**src/rtl/cfir_pkg.sv**
```systemverilog
`default_nettype none

package cfir_pkg;

  localparam int MAX_TAPS = 64;
  localparam int AW       = $clog2(MAX_TAPS);
  localparam int SW       = 16;
  localparam int CW       = 16;
  localparam int TCW      = 7;
  localparam int CMDW     = 2;
  localparam int PROD_W   = SW + CW;
  localparam int ACC_W    = PROD_W + AW + 2;

  typedef enum logic [CMDW-1:0] {
    CMD_SAMPLE = 2'd0,
    CMD_COEF   = 2'd1,
    CMD_CLEAR  = 2'd2,
    CMD_RSVD   = 2'd3
  } cmd_t;

  typedef enum logic [1:0] {
    ST_IDLE,
    ST_RUN,
    ST_WAIT
  } state_t;

  typedef struct packed {
    logic clr;
    logic vld;
    logic last;
  } mac_ctrl_t;

endpackage

`default_nettype wire

```
**src/rtl/cfir_mac.sv**
```systemverilog
`default_nettype none

module cfir_mac (
  input  logic                              clk,
  input  logic                              rst_n,
  input  cfir_pkg::mac_ctrl_t               ctrl_i,
  input  logic signed [cfir_pkg::CW-1:0]    c_re,
  input  logic signed [cfir_pkg::CW-1:0]    c_im,
  input  logic signed [cfir_pkg::SW-1:0]    x_re,
  input  logic signed [cfir_pkg::SW-1:0]    x_im,
  output logic signed [cfir_pkg::SW-1:0]    res_re,
  output logic signed [cfir_pkg::SW-1:0]    res_im,
  output logic                              res_sat,
  output logic                              done
);

  localparam int ACC_W = cfir_pkg::ACC_W;
  localparam int PW    = cfir_pkg::PROD_W;
  localparam int SW    = cfir_pkg::SW;
  localparam int CW    = cfir_pkg::CW;
  localparam int QW    = ACC_W - (CW - 1);
  localparam int RND   = (2 ** (CW - 1)) - 1;
  localparam logic signed [QW-1:0] QMAX = QW'((2 ** (SW - 1)) - 1);
  localparam logic signed [QW-1:0] QMIN = QW'(-(2 ** (SW - 1)));

  logic signed [PW-1:0]    p_rr_r, p_ii_r, p_ri_r, p_ir_r;
  logic                    p_vld_r, p_last_r;
  logic signed [ACC_W-1:0] acc_re_r, acc_im_r;
  logic                    done_r;
  logic [SW:0]             sc_re, sc_im;

  // divide by 2^(CW-1) toward zero, then clip; msb of result is the clip flag
  function automatic logic [SW:0] scale_sat(input logic signed [ACC_W-1:0] a);
    logic signed [ACC_W-1:0] t;
    logic signed [QW-1:0]    q;
    t = a[ACC_W-1] ? (a + ACC_W'(RND)) : a;
    q = QW'(t >>> (CW - 1));
    if (q > QMAX) begin
      scale_sat = {1'b1, QMAX[SW-1:0]};
    end else if (q < QMIN) begin
      scale_sat = {1'b1, QMIN[SW-1:0]};
    end else begin
      scale_sat = {1'b0, q[SW-1:0]};
    end
  endfunction

  always_ff @(posedge clk) begin
    if (ctrl_i.vld) begin
      p_rr_r <= c_re * x_re;
      p_ii_r <= c_im * x_im;
      p_ri_r <= c_re * x_im;
      p_ir_r <= c_im * x_re;
    end
  end

  always_ff @(posedge clk) begin
    if (ctrl_i.clr) begin
      acc_re_r <= '0;
      acc_im_r <= '0;
    end else if (p_vld_r) begin
      acc_re_r <= acc_re_r + ACC_W'(p_rr_r) - ACC_W'(p_ii_r);
      acc_im_r <= acc_im_r + ACC_W'(p_ri_r) + ACC_W'(p_ir_r);
    end
  end

  always_ff @(posedge clk) begin
    if (!rst_n) begin
      p_vld_r  <= 1'b0;
      p_last_r <= 1'b0;
      done_r   <= 1'b0;
    end else begin
      p_vld_r  <= ctrl_i.vld;
      p_last_r <= ctrl_i.vld && ctrl_i.last;
      if (ctrl_i.clr) begin
        done_r <= 1'b0;
      end else if (p_vld_r && p_last_r) begin
        done_r <= 1'b1;
      end
    end
  end

  assign sc_re   = scale_sat(acc_re_r);
  assign sc_im   = scale_sat(acc_im_r);
  assign res_re  = sc_re[SW-1:0];
  assign res_im  = sc_im[SW-1:0];
  assign res_sat = sc_re[SW] | sc_im[SW];
  assign done    = done_r;

endmodule

`default_nettype wire

```
**config.mk**
```make
export PLATFORM = sky130hd
export DESIGN_NAME = cfir_mac
export DESIGN_NICKNAME = d
export VERILOG_FILES = /design/src/rtl/cfir_pkg.sv /design/src/rtl/cfir_mac.sv
export SDC_FILE = /design/constraint.sdc
export NUM_CORES = 2
export LEC_CHECK = 0
export BUFFER_PORTS_ARGS = -buffer_cell sky130_fd_sc_hd__buf_2
export CAP_MARGIN = 20
export CORE_ASPECT_RATIO = 0.6
export CORE_MARGIN = 2
export CORE_UTILIZATION = 46
export CTS_BUF_LIST = sky130_fd_sc_hd__clkbuf_4
export DETAILED_ROUTE_END_ITERATION = 16
export SETUP_SLACK_MARGIN = 0.05
export SYNTH_ARGS = -nofsm -noshare
export SYNTH_HDL_FRONTEND = slang
export SYNTH_SLANG_ARGS = --single-unit
```
**constraint.sdc**
```tcl
create_clock -name clk -period 14.19 [get_ports clk]
set_clock_uncertainty 0.2 [all_clocks]
set_input_delay 1.419 -clock clk [delete_from_list [all_inputs] [get_ports clk]]
set_output_delay 1.419 -clock clk [all_outputs]
set_load 0.01 [all_outputs]
```
==> metrics.yaml <==
status: "complete, no violations"
synthTopCellsByArea: "fa_1 43%, ha_1 9.6%, inv_1 9.5%"
port_buffers: 102
reg2reg_depth: 13
yosysTopAreaCellShare: 0.4251
vias: 38300
drtPass1Iterations: 5
hold_start: "acc_re_r[26]"
async_flop_share: 0
startpoint: "x_im[7]"
period_minus_slack_ns: 8.629
grtUsageTotal: 0.2599
syn_area_per_cell_um2: 9.245
root_buffer: "clkbuf_4"
drtAntennaViolNets: 0
syn_area_mm2: 0.05308
cts_max_level: 2
grt_setup_unrepaired: "false"
wl_per_cell_um: 20.08
drc: 0
path_clk_slew_ns: 0.08
drive_gt1_frac: 0.04349
hold_viol: 0
worstMarginPinSlew_ns: 1.196
drtIter0Drc: 2850
synth_warnings: 0
syn-num-nets: 7345
slew_headroom: 0.1967
grt_antenna_before_repair: 10
first_global_vias: 40670
cts_setup_buffers: 0
drv_slew: 0
synth_edf_count: 128
die_h_um: 267.1
final_cell_mix: "1345 x inv_1, 1127 x fa_1, 600 x nand2_1"
postCtsResizedCells: 0
grt_pass1_wl_um: 236200
area_growth_pct: 4.719
ios: 103
num_rows: 96
clk_path_buf_depth: 3
cts.sinks: 211
wl_um: 146100
tns_ns: 0
yosysTopAreaCell: "fa_1"
r2r_start: "p_ri_r[1]"
synth.distinct_cells: 88
critPathRequiredTime_ns: 14.51
cts_buffers: 54
worst-path-max-fanout: 32
endpoint_kind: "register"
ys_seq_elements: 211
drv_cap: 0
routabilityCongestion: 0.9229
arrival_ns: 8.95
grt_max_degree: 74
fmax_mhz: 115.9
fill_cells: 10910
layout.nets: 7307
postCtsHoldBufs: 0
die_w_um: 442.5
dieArea_mm2: 0.1182
cp-start-kind: "primary input"
final_common_cell: "inv_1"
yosysSeqAreaShare: 0.1037
setup-violations-final: 0
fp.coreArea_mm2: 0.1144
finalCritPeriodShare: 0.6081
viasPerCell: 5.264
initial_core_util: 0.4642
clock_latency_ns: 0.94
gr-total-overflow: 0
worstSetupPathType: "primary input to register"
dp_hpwl_um: 115500
synth_ff_type: "edfxtp_1"
cts_tree: "done"
hold_class: "register to register"
holdPathStages: 2
syn_inst: 5741
==> synth_stat cells (13+ instances only) <==
library cell  number
xnor2_1          156
o21ai_0          116
nor4_1            17
a21o_1            90
fa_1            1127
nand2_1          600
inv_1           1345
nand2b_1          28
and3_1            27
nor2b_1           18
nand3_1           52
a21oi_1          165
and2_1           501
a31oi_1           13
nor2_1           216
o21a_1            24
edfxtp_1         128
nand4_1           21
dfxtp_1           83
mux2i_1           44
ha_1             408
nor3_1            38
a211o_1           14
xor2_1            57
clkbuf_1         220
a211oi_1          33
o21bai_1          23
==> per-stage QoR <==
stage	utilization	area, um2	hold slack [ns]	cells	setup slack [ns]
floorplan	-	53080	0.2250	5741	6.623
global placement	0.4798	54860	0.2409	7164	5.210
detailed placement	0.4798	54870	0.2707	7165	5.223
CTS	0.4858	55550	0.2881	7266	6.166
global route	0.4860	55580	0.3089	7274	5.546
finish	0.4861	55580	0.2893	7276	5.561
==> worst paths after layout <==
path	endpoint	slack [ns]
max	p_ri_r[26]	5.56
min	acc_re_r[26]	0.29
max reg2reg	acc_im_r[39]	9.71
min reg2reg	acc_re_r[26]	0.29
==> metal layers <==
layer / global-route usage / routed length (um)
met2: 0.3774 / 60090
met1: 0.3854 / 68570
met5: 0 / 13
met3: 0.06527 / 13440
met4: 0.06849 / 3985
==> sequential cells by signal, indices dropped and copies added (netlist names) <==
register	flops
acc_im_r	40
acc_re_r	40
done	1
p_ii_r	32
p_ir_r	32
p_last_r	1
p_ri_r	32
p_rr_r	32
p_vld_r	1
==> logic make-up after synthesis <==
group	synth area share
buffers and inverters	0.1114
AOI/OAI and AO/OA	0.07388
xor gates and xnor gates	0.03515
muxes	0.008722
DFF	0.1037
adders and majority gates	0.5212
and+or+nand+nor	0.1459
==> worst max-delay path, stage by stage <==
cell	delay, ns
buf_2	0.67
nand2_1	0.18
fa_1	0.56
inv_1	0.05
fa_1	0.49
inv_1	0.05
fa_1	0.54
inv_1	0.06
fa_1	0.46
fa_1	0.49
inv_1	0.05
fa_1	0.49
inv_1	0.05
ha_1	0.38
and3_1	0.25
nand2_1	0.17
a211oi_1	0.75
a21oi_1	0.40
a31oi_1	0.39
a21o_1	0.16
a211oi_1	0.07
nor2_1	0.78
==> area by class of cell <==
cell class | count | area (um2) | area share
multi-input combinational | 3956 | 41660 | 0.7496
sequential | 211 | 5509 | 0.09911
inverter | 1347 | 5056 | 0.09096
tap | 1519 | 1901 | 0.03419
timing repair buffer | 133 | 745.7 | 0.01342
clock buffer | 76 | 570.5 | 0.01026
clock inverter | 25 | 116.4 | 0.002093
antenna | 9 | 22.52 | 0.0004052
Power is not shown: default switching activity piles up to over one toggle a cycle in this logic, so the estimate is an artifact.
